$ cat config.mk
export PLATFORM = sky130hd
export DESIGN_NAME = k_best_max_heap_selector
export DESIGN_NICKNAME = d
export VERILOG_FILES = /design/src/rtl/kbmhs_pkg.sv /design/src/rtl/k_best_max_heap_selector.sv
export SDC_FILE = /design/constraint.sdc
export NUM_CORES = 2
export LEC_CHECK = 0
export ABC_CLOCK_PERIOD_IN_PS = 12500
export CORE_MARGIN = 2
export CORE_UTILIZATION = 44
export CTS_CLUSTER_SIZE = 40
export DETAILED_ROUTE_END_ITERATION = 12
export DONT_BUFFER_PORTS = 1
export HOLD_SLACK_MARGIN = 0.05
export PLACE_DENSITY = 0.63
export SLEW_MARGIN = 10
export SYNTH_ARGS = -nofsm -noshare
export SYNTH_HDL_FRONTEND = slang
export SYNTH_SLANG_ARGS = --single-unit
$ cat constraint.sdc
create_clock -name i_clk -period 12.5 [get_ports i_clk]
set_clock_uncertainty 0.2 [all_clocks]
set_input_delay 1.25 -clock i_clk [delete_from_list [all_inputs] [get_ports i_clk]]
set_output_delay 1.25 -clock i_clk [all_outputs]
set_load 0.01 [all_outputs]
$ cat src/rtl/kbmhs_pkg.sv
// Shared payload types and field widths for the k-best max-heap selector.
package kbmhs_pkg;

    localparam int unsigned ID_W    = 16;
    localparam int unsigned DIST_W  = 32;
    localparam int unsigned CNT_W   = 5;
    localparam int unsigned APB_DW  = 32;
    localparam int unsigned APB_AW  = 3;

    // Request codes
    localparam logic REQ_PUSH  = 1'b0;
    localparam logic REQ_FLUSH = 1'b1;

    // Register indexes
    localparam logic REG_K_LIMIT = 1'b0;

    typedef struct packed {
        logic              req_type;
        logic [ID_W-1:0]   item_id;
        logic [DIST_W-1:0] dist_sq;
    } t_req;

    typedef struct packed {
        logic [DIST_W-1:0] worst_dist;
        logic [CNT_W-1:0]  held_count;
        logic [ID_W-1:0]   out_id;
        logic [DIST_W-1:0] out_dist;
        logic              out_valid;
        logic              last;
    } t_result;

endpackage

$ cat src/rtl/k_best_max_heap_selector.sv
// Top level of the k-best max-heap selector: keeps the k smallest distances.
// Usage: raise start with a request on i_req while busy is low; the request is
// taken at that edge. A push (req_type 0) inserts a candidate into a bounded
// max-heap or replaces the root when strictly smaller, then gives one result
// with the current worst kept distance (all ones while not full) and the
// count held. A flush (req_type 1) sorts the heap ascending, stably, gives one
// result per entry (last marks the final one, or one empty result if nothing
// is held) and empties the heap. Results appear on o_result for exactly one
// cycle with o_strobe high; the receiver cannot hold them off.
// Datapath: one heap memory port serves every step, one memory read per cycle.
// A growing push sifts the new entry up toward the root; a replacing push
// sifts the new root down (at most 4 levels for 16 entries); a rejected push
// only gives its result. A flush insertion-sorts the held entries, then emits
// them in order. A new request can transfer while the last result of the
// previous one is shown. k_limit is written through the APB port (address 0);
// the user must write it only while idle, the block does not enforce this.
// Reset sets k_limit to 16, empties the heap (only the fill count, not the
// memory) and drops any pending result.
module k_best_max_heap_selector #(
    parameter int CAPACITY   = 16,
    parameter int DIST_WIDTH = 32
) (
    input  logic                          i_clk,
    input  logic                          i_rst_n,
    input  logic                          start,
    input  kbmhs_pkg::t_req               i_req,
    output logic                          busy,
    output logic                          o_strobe,
    output kbmhs_pkg::t_result            o_result,
    input  logic                          psel,
    input  logic                          penable,
    input  logic                          pwrite,
    input  logic [kbmhs_pkg::APB_AW-1:0]  paddr,
    input  logic [kbmhs_pkg::APB_DW-1:0]  pwdata,
    output logic [kbmhs_pkg::APB_DW-1:0]  prdata,
    output logic                          pready
);

    localparam int IW  = (CAPACITY > 1) ? $clog2(CAPACITY) : 1;
    localparam int EW  = DIST_WIDTH + kbmhs_pkg::ID_W;
    localparam int XW  = 6;                          // heap index incl. child overflow
    localparam int CW  = kbmhs_pkg::CNT_W;
    localparam logic [6:0] CAP7 = 7'(CAPACITY);

    typedef enum logic [12:0] {
        S_IDLE   = 13'b0000000000001,
        S_UP_RD  = 13'b0000000000010,
        S_UP_CMP = 13'b0000000000100,
        S_DN_RDL = 13'b0000000001000,
        S_DN_RDR = 13'b0000000010000,
        S_DN_CMP = 13'b0000000100000,
        S_SR_KRD = 13'b0000001000000,
        S_SR_KLD = 13'b0000010000000,
        S_SR_CMP = 13'b0000100000000,
        S_SR_RD  = 13'b0001000000000,
        S_EM_RD  = 13'b0010000000000,
        S_EM_OUT = 13'b0100000000000,
        S_FIN    = 13'b1000000000000
    } t_state;

    // Heap memory: {dist, id} per slot
    logic [EW-1:0] mem [CAPACITY];

    t_state                 r_state, n_state;
    logic [CW-1:0]          r_fill, n_fill;
    logic [CW-1:0]          r_k;
    logic [CW-1:0]          r_n, n_n;
    logic [XW-1:0]          r_i, n_i;
    logic [XW-1:0]          r_j, n_j;
    logic [DIST_WIDTH-1:0]  r_key_dist, n_key_dist;
    logic [kbmhs_pkg::ID_W-1:0] r_key_id, n_key_id;
    logic [EW-1:0]          r_aux, n_aux;
    logic [EW-1:0]          r_rd_data;
    logic [DIST_WIDTH-1:0]  r_root;
    kbmhs_pkg::t_result     r_out, n_out;
    logic                   r_out_stb, n_out_stb;

    logic                   w_we;
    logic [IW-1:0]          w_waddr;
    logic [EW-1:0]          w_wdata;
    logic [IW-1:0]          w_raddr;

    logic                   w_accept;
    logic                   w_cfg_wr;
    logic [CW-1:0]          w_k1;
    logic [CW-1:0]          w_k_eff;
    logic [DIST_WIDTH-1:0]  w_in_dist;
    logic [kbmhs_pkg::DIST_W-1:0] w_mask32;
    logic [kbmhs_pkg::DIST_W-1:0] w_worst;
    logic [XW-1:0]          w_fill_x;
    logic [XW-1:0]          w_n_x;
    logic [XW-1:0]          w_parent;
    logic [XW-1:0]          w_lchild;
    logic [XW-1:0]          w_rchild;
    logic [XW-1:0]          w_i_inc;
    logic [XW-1:0]          w_i_dec;
    logic [XW-1:0]          w_j_dec;
    logic [DIST_WIDTH-1:0]  w_rd_dist;
    logic [DIST_WIDTH-1:0]  w_aux_dist;
    logic                   w_l_gt;
    logic [DIST_WIDTH-1:0]  w_best_dist;
    logic                   w_r_ok;
    logic                   w_r_gt;
    logic [EW-1:0]          w_key;

    assign w_accept  = start && !busy;
    assign w_cfg_wr  = psel && penable && pwrite && pready;
    assign busy      = (r_state != S_IDLE);
    assign o_strobe  = r_out_stb;
    assign o_result  = r_out;
    assign pready    = 1'b1;
    assign prdata    = (paddr[2] == kbmhs_pkg::REG_K_LIMIT) ?
                       {{(kbmhs_pkg::APB_DW-CW){1'b0}}, r_k} : '0;

    // Effective k: zero reads as one, saturate at the heap capacity
    assign w_k1    = (r_k == '0) ? CW'(1) : r_k;
    assign w_k_eff = ({2'b00, w_k1} > CAP7) ? CW'(CAPACITY) : w_k1;

    assign w_in_dist = DIST_WIDTH'(i_req.dist_sq);
    assign w_mask32  = kbmhs_pkg::DIST_W'({DIST_WIDTH{1'b1}});
    assign w_worst   = ((r_fill < w_k_eff) || (r_fill == '0)) ? w_mask32 :
                       kbmhs_pkg::DIST_W'(r_root);

    assign w_fill_x  = {1'b0, r_fill};
    assign w_n_x     = {1'b0, r_n};
    assign w_parent  = (r_i - XW'(1)) >> 1;
    assign w_lchild  = {r_i[XW-2:0], 1'b1};
    assign w_rchild  = w_lchild + XW'(1);
    assign w_i_inc   = r_i + XW'(1);
    assign w_i_dec   = r_i - XW'(1);
    assign w_j_dec   = r_j - XW'(1);

    assign w_rd_dist   = r_rd_data[EW-1:kbmhs_pkg::ID_W];
    assign w_aux_dist  = r_aux[EW-1:kbmhs_pkg::ID_W];
    assign w_key       = {r_key_dist, r_key_id};

    // Sift-down selection: larger child, strict compare, left wins ties
    assign w_l_gt      = w_aux_dist > r_key_dist;
    assign w_best_dist = w_l_gt ? w_aux_dist : r_key_dist;
    assign w_r_ok      = w_rchild < w_fill_x;
    assign w_r_gt      = w_r_ok && (w_rd_dist > w_best_dist);

    always_comb begin
        n_state    = r_state;
        n_fill     = r_fill;
        n_n        = r_n;
        n_i        = r_i;
        n_j        = r_j;
        n_key_dist = r_key_dist;
        n_key_id   = r_key_id;
        n_aux      = r_aux;
        n_out      = r_out;
        n_out_stb  = 1'b0;
        w_we       = 1'b0;
        w_waddr    = r_i[IW-1:0];
        w_wdata    = w_key;
        w_raddr    = r_i[IW-1:0];

        case (r_state)
            S_IDLE: begin
                if (w_accept) begin
                    n_key_dist = w_in_dist;
                    n_key_id   = i_req.item_id;
                    if (i_req.req_type == kbmhs_pkg::REQ_PUSH) begin
                        if (r_fill < w_k_eff) begin
                            n_i     = w_fill_x;
                            n_fill  = r_fill + CW'(1);
                            n_state = S_UP_RD;
                        end else if (w_in_dist < r_root) begin
                            n_i     = '0;
                            n_state = S_DN_RDL;
                        end else begin
                            n_state = S_FIN;
                        end
                    end else begin
                        n_n    = r_fill;
                        n_fill = '0;
                        if (r_fill == '0) begin
                            // empty flush: one result, nothing to sort
                            n_out     = '{worst_dist: w_mask32, held_count: '0,
                                          out_id: '0, out_dist: '0,
                                          out_valid: 1'b0, last: 1'b1};
                            n_out_stb = 1'b1;
                        end else if (r_fill == CW'(1)) begin
                            n_i     = '0;
                            n_state = S_EM_RD;
                        end else begin
                            n_i     = XW'(1);
                            n_state = S_SR_KRD;
                        end
                    end
                end
            end
            // Sift up: move smaller parents down, drop key in the hole
            S_UP_RD: begin
                if (r_i == '0) begin
                    w_we    = 1'b1;
                    n_state = S_FIN;
                end else begin
                    w_raddr = w_parent[IW-1:0];
                    n_state = S_UP_CMP;
                end
            end
            S_UP_CMP: begin
                w_we = 1'b1;
                if (w_rd_dist < r_key_dist) begin
                    w_wdata = r_rd_data;
                    n_i     = w_parent;
                    n_state = S_UP_RD;
                end else begin
                    n_state = S_FIN;
                end
            end
            // Sift down from the root after a replacement
            S_DN_RDL: begin
                if (w_lchild < w_fill_x) begin
                    w_raddr = w_lchild[IW-1:0];
                    n_state = S_DN_RDR;
                end else begin
                    w_we    = 1'b1;
                    n_state = S_FIN;
                end
            end
            S_DN_RDR: begin
                n_aux   = r_rd_data;
                w_raddr = w_rchild[IW-1:0];
                n_state = S_DN_CMP;
            end
            S_DN_CMP: begin
                w_we = 1'b1;
                if (w_r_gt) begin
                    w_wdata = r_rd_data;
                    n_i     = w_rchild;
                    n_state = S_DN_RDL;
                end else if (w_l_gt) begin
                    w_wdata = r_aux;
                    n_i     = w_lchild;
                    n_state = S_DN_RDL;
                end else begin
                    n_state = S_FIN;
                end
            end
            // Stable insertion sort: shift strictly larger entries right
            S_SR_KRD: begin
                n_state = S_SR_KLD;
            end
            S_SR_KLD: begin
                n_key_dist = w_rd_dist;
                n_key_id   = r_rd_data[kbmhs_pkg::ID_W-1:0];
                n_j        = r_i;
                w_raddr    = w_i_dec[IW-1:0];
                n_state    = S_SR_CMP;
            end
            S_SR_CMP: begin
                w_we    = 1'b1;
                w_waddr = r_j[IW-1:0];
                if (w_rd_dist > r_key_dist) begin
                    w_wdata = r_rd_data;
                    n_j     = w_j_dec;
                    n_state = S_SR_RD;
                end else if (w_i_inc == w_n_x) begin
                    n_i     = '0;
                    n_state = S_EM_RD;
                end else begin
                    n_i     = w_i_inc;
                    n_state = S_SR_KRD;
                end
            end
            S_SR_RD: begin
                if (r_j == '0) begin
                    w_we    = 1'b1;
                    w_waddr = '0;
                    if (w_i_inc == w_n_x) begin
                        n_i     = '0;
                        n_state = S_EM_RD;
                    end else begin
                        n_i     = w_i_inc;
                        n_state = S_SR_KRD;
                    end
                end else begin
                    w_raddr = w_j_dec[IW-1:0];
                    n_state = S_SR_CMP;
                end
            end
            // Emit one sorted entry per cycle, prefetching the next
            S_EM_RD: begin
                n_state = S_EM_OUT;
            end
            S_EM_OUT: begin
                n_out     = '{worst_dist: w_mask32, held_count: '0,
                              out_id: r_rd_data[kbmhs_pkg::ID_W-1:0],
                              out_dist: kbmhs_pkg::DIST_W'(w_rd_dist),
                              out_valid: 1'b1, last: (w_i_inc == w_n_x)};
                n_out_stb = 1'b1;
                n_i       = w_i_inc;
                w_raddr   = w_i_inc[IW-1:0];
                if (w_i_inc == w_n_x) begin
                    n_state = S_IDLE;
                end
            end
            S_FIN: begin
                n_out     = '{worst_dist: w_worst, held_count: r_fill,
                              out_id: '0, out_dist: '0,
                              out_valid: 1'b0, last: 1'b1};
                n_out_stb = 1'b1;
                n_state   = S_IDLE;
            end
            default: begin
                n_state = S_IDLE;
            end
        endcase
    end

    // Heap memory: one write and one registered read per cycle
    always_ff @(posedge i_clk) begin
        if (w_we) begin
            mem[w_waddr] <= w_wdata;
        end
        r_rd_data <= mem[w_raddr];
    end

    // Mirror of the root distance, kept in step with every slot-0 write
    always_ff @(posedge i_clk) begin
        if (w_we && (w_waddr == '0)) begin
            r_root <= w_wdata[EW-1:kbmhs_pkg::ID_W];
        end
    end

    always_ff @(posedge i_clk) begin
        if (!i_rst_n) begin
            r_state   <= S_IDLE;
            r_fill    <= '0;
            r_k       <= CW'(16);
            r_out_stb <= 1'b0;
        end else begin
            r_state   <= n_state;
            r_fill    <= n_fill;
            r_out_stb <= n_out_stb;
            if (w_cfg_wr && (paddr[2] == kbmhs_pkg::REG_K_LIMIT)) begin
                r_k <= pwdata[CW-1:0];
            end
        end
    end

    always_ff @(posedge i_clk) begin
        r_n        <= n_n;
        r_i        <= n_i;
        r_j        <= n_j;
        r_key_dist <= n_key_dist;
        r_key_id   <= n_key_id;
        r_aux      <= n_aux;
        r_out      <= n_out;
    end

`ifndef NO_ASSERTIONS
    a_state_onehot: assert property (@(posedge i_clk) disable iff (!i_rst_n)
        $onehot(r_state))
        else $error("sequencer state is not one-hot");

    a_accept_progress: assert property (@(posedge i_clk) disable iff (!i_rst_n)
        w_accept |=> (busy || o_strobe))
        else $error("accepted request neither started work nor gave a result");

    a_empty_is_last: assert property (@(posedge i_clk) disable iff (!i_rst_n)
        (o_strobe && !o_result.out_valid) |-> o_result.last)
        else $error("result without an entry is not marked last");

    a_fill_bound: assert property (@(posedge i_clk) disable iff (!i_rst_n)
        ({2'b00, r_fill} <= CAP7))
        else $error("fill count exceeds heap capacity");
`endif

endmodule

==> run_results.csv <==
group,metric,value,unit
power,peakVddDrop,0.1097,mV
worst_setup_path,path_max_fanout,48,
cts,cts.sinks,1040,
synth,synthArstFlopShare,0,
finish,area_delta_synth_final,10.52,%
routing,drc,0,
run,drv_cap,0,
sta,period_needed,7.494,ns
synth,synth.distinct_cells,87,
cts,post_cts_resized,0,
sta,finalMaxSlewViolations,0,
synth,yosys_most_used_dff,"edfxtp_1",
worst_setup_path,cp-startpoint,"r_key_dist[25]",
finish,regArea,0.03051,mm2
global_routing,grt_max_degree,206,
synth,seq_area_frac_synth,0.6716,
min_path,hold_path.class,"flop to flop",
synth,yosysTopAreaCellShare,0.6399,
sta,hold_viol_final,0,
power,p_leak,17.58,nW
cts,ctsHoldBuffers,0,
synth,syn_inst,3649,
synth,ys_seq_elements,1040,
power,seq_power_share,0.471,
die,rows,117,
routing,ant_nets,0,
min_path,holdCritStartpoint,"r_rd_data[7]",
global_routing,grt.overflow.total,0,
power,power_frac_comb,0.196,
power,power,9.497,mW
cts,cts_buffer_depth,3,
routing,drt_iter0_drc,2956,
sta,grt_setup_unrepaired,"no",
worst_setup_path,path_class,"flop to flop",
synth,synth_area,0.04542,mm2
finish,multi_input_area,0.01381,mm2
worst_setup_path,crit_arrival,7.65,ns
die,core,0.1020,mm2
die,die-height,325.3,um
finish,drive_above_1_share,0.09422,
synth,synth_edf_count,968,
sta,worst_slew_pin_slew,1.158,ns
die,dieArea,0.1058,mm2
die,start_util,0.4452,
cts,cts_setup_buffers,0,
finish,diodes,0,
finish,fill_cells,8769,
place,port_buffers,0,
cts,clock_latency,0.68,ns
global_routing,grt_pass1_vias,27120,
cts,numCtsBuffers,102,
routing,via_per_inst,5.650,
routing,drt_wl_total,122.6,mm
global_routing,grtUsageMet2,0.3711,
synth,synth_warnings,0,
worst_setup_path,critPathMaxStageDelay,0.73,ns
global_routing,track_usage,0.2272,
place,place.gp.congestion,0.9436,
worst_setup_path,critPathBufInv,3,
power,netSwitchingFraction,0.3010,
routing,first_pass_iters,6,
worst_setup_path,r2r_start,"r_key_dist[25]",
worst_setup_path,crit_top_cell,"a21oi_1",
routing,num_vias,28660,
place,placed_cells,4879,
routing,wl_per_cell,24.17,um
sta,tns,0,ns
die,io_pins,212,
worst_setup_path,cpMaxStageDelayCell,"a221o_1",
worst_setup_path,worstPathRequired,12.66,ns
finish,fin_nets,3852,
cts,htree_levels,3,
global_routing,antenna_found_initial,5,
cts,cts_tree,"done",
power,power_density,189.2,mW/mm2
worst_setup_path,crit_chain,"inv_1 -> ha_1 -> a21o_1 -> a21o_1 -> a21oi_1 -> o21ai_0 -> nand2_1 -> nand2_2 -> buf_4 -> mux2i_1 -> ha_1 -> nand3_1 -> or3_1 -> or3_1 -> a21oi_1 -> a21oi_1 -> nor2_1 -> a211o_2 -> buf_4 -> a221o_1",
cts,clk_pin_slew,0.06,ns
sta,post-route-period-util,0.5995,
status,status,"complete, no violations",
synth,synth_area_leader_cell,"edfxtp_1",
global_routing,grt_pass1_wl,178.9,mm
worst_setup_path,end_kind,"flop",
sta,relSlewSlack,0.2279,
global_routing,top_usage_layer,"met2",
synth,syn_area_per_cell,12.45,um2
finish,fin_cells,5072,
power,switchingPower,2.859,mW
worst_setup_path,start_kind,"flop",
cts,cts_root_buf,"clkbuf_16",
synth,yosys-top-cells-area,"edfxtp_1 (64%), nand2_1 (5.3%), nor2_1 (4.4%)",
power,clkPwrFrac,0.334,
global_routing,grt_util_met3,0.03628,
worst_setup_path,path_delay_family,"simple AND/OR/NAND/NOR gates",
place,dp_hpwl,67.55,mm
die,fp.dieW,325.3,um
sta,finalSetupViolations,0,
sta,max_freq,0.1334,GHz
global_routing,grt.met1_usage,0.3005,
power,internal_power,6.638,mW
[placed cells by master, fill, tap and decap left out, types with 12 or more instances in the layout]
cell       netlist  layout
conb_1           2      28
o21ai_0         41      41
a32oi_1         51      51
o22ai_1         51      51
nor3_2          44      43
nand2_1        637     635
clkbuf_1        79      24
nor3_1          24      24
nand3_1        138     137
nor2b_1         66      66
ha_1           147     147
nor2_1         532     515
inv_1           87      87
and2_1          58      57
nand4_1         29      29
a21o_1          28      28
a221o_1         31      31
a21oi_1        109     108
nand2b_1        44      43
dfxtp_1         72      72
o211ai_2        31      31
a22oi_1         18      18
clkbuf_16        0     103
xnor2_1         12      12
nor2_4           0      17
edfxtp_1       968     968
clkinv_2         0      21
mux2i_1         37      37
o2111ai_1       32      32
buf_4           50      39
bufinv_16        0      13
o2111ai_2       20      20
[per-stage QoR]
| step | setup WS [ns] | instance area (um2) | utilization | hold WS, ns |
|---|---|---|---|---|
| after floorplan | 6.745 | 45520 | - | 0.2300 |
| after global placement | 5.262 | 46720 | 0.4579 | 0.2831 |
| after detailed placement | 5.215 | 46720 | 0.4579 | 0.2777 |
| after CTS | 5.157 | 50200 | 0.4920 | 0.2968 |
| after global routing | 4.898 | 50200 | 0.4920 | 0.3263 |
| final | 5.006 | 50200 | 0.4920 | 0.3071 |
[sequential cells by signal (all words and copies together) (netlist names), 6 cells and up]
name        cells
r_state        13
r_rd_data      48
r_key_id       16
r_i             6
mem           768
r_j             6
r_key_dist     32
o_result       87
r_aux          48
[final cells by class]
| cell class | instances | area share |
|---|---|---|
| clock inverter | 56 | 0.01346 |
| timing repair buffer | 42 | 0.007028 |
| inverter | 89 | 0.006655 |
| multi-input combinational | 2340 | 0.2752 |
| clock buffer | 137 | 0.05588 |
| sequential | 1040 | 0.6077 |
| tap | 1368 | 0.03410 |
[cell families after synthesis]
group,count (synthesis),share of synthesized area
DFF,1040,0.6716
AOI/OAI and AO/OA,472,0.08049
buffers and inverters,295,0.03190
adders and majority gates,147,0.04049
muxes,38,0.008401
other,2,0.0001653
and+or+nand+nor,1631,0.1621
xor gates and xnor gates,24,0.004793
[cell usage after synthesis, types with 6 or more instances]
master       n
xnor2_1     12
buf_4       50
a22oi_1     18
buf_6       11
clkbuf_1    79
inv_1       87
o21ai_0     41
o211ai_2    31
a21oi_1    109
a221oi_1     7
nor4_1      11
a32oi_1     51
o22ai_1     51
edfxtp_1   968
and2_1      58
nor2_1     532
o21a_1       7
or3_1        6
o2111ai_1   32
a211oi_1     6
nand2_1    637
nor3_1      24
xor2_1      11
mux2i_1     37
dfxtp_1     72
nand4_1     29
o2111ai_2   20
nor3_2      44
a221o_1     31
buf_2       57
ha_1       147
buf_1        9
nand2b_1    44
nand3_1    138
nor2b_1     66
a21o_1      28
[worst paths after layout]
check                                   to  slack [ns]  cells after the start
worst max-delay path            mem[6][42]        5.01                     20
worst min-delay path              r_aux[7]        0.31                      0
worst max register to register  mem[6][42]        5.01                     20
worst min register to register    r_aux[7]        0.31                      0
[per-layer routing]
layer / vias to the layer above / share of wire
li1: 13140 / -
met1: 14170 / 0.41
met2: 1110 / 0.48
met3: 241 / 0.072
met4: 0 / 0.042
met5: - / 0
[worst reg2reg max path, cell delays in order, from the launching register on]
cell	delay (ns)
edfxtp_1	0.39
inv_1	0.08
ha_1	0.31
a21o_1	0.12
a21o_1	0.11
a21oi_1	0.09
o21ai_0	0.67
nand2_1	0.26
nand2_2	0.47
buf_4	0.49
mux2i_1	0.21
ha_1	0.33
nand3_1	0.09
or3_1	0.45
or3_1	0.50
a21oi_1	0.16
a21oi_1	0.14
nor2_1	0.49
a211o_2	0.22
buf_4	0.64
a221o_1	0.76
[power groups by stage]
stage	Combinational, mW	Clock, mW	Sequential, mW
floorplan	1.36	0	4.39
global placement	1.82	0	4.54
detailed placement	1.84	0	4.54
CTS	1.85	3.22	4.46
global route	2.05	3.34	4.49
finish	1.86	3.17	4.47
(Power assumes the default switching activity.)
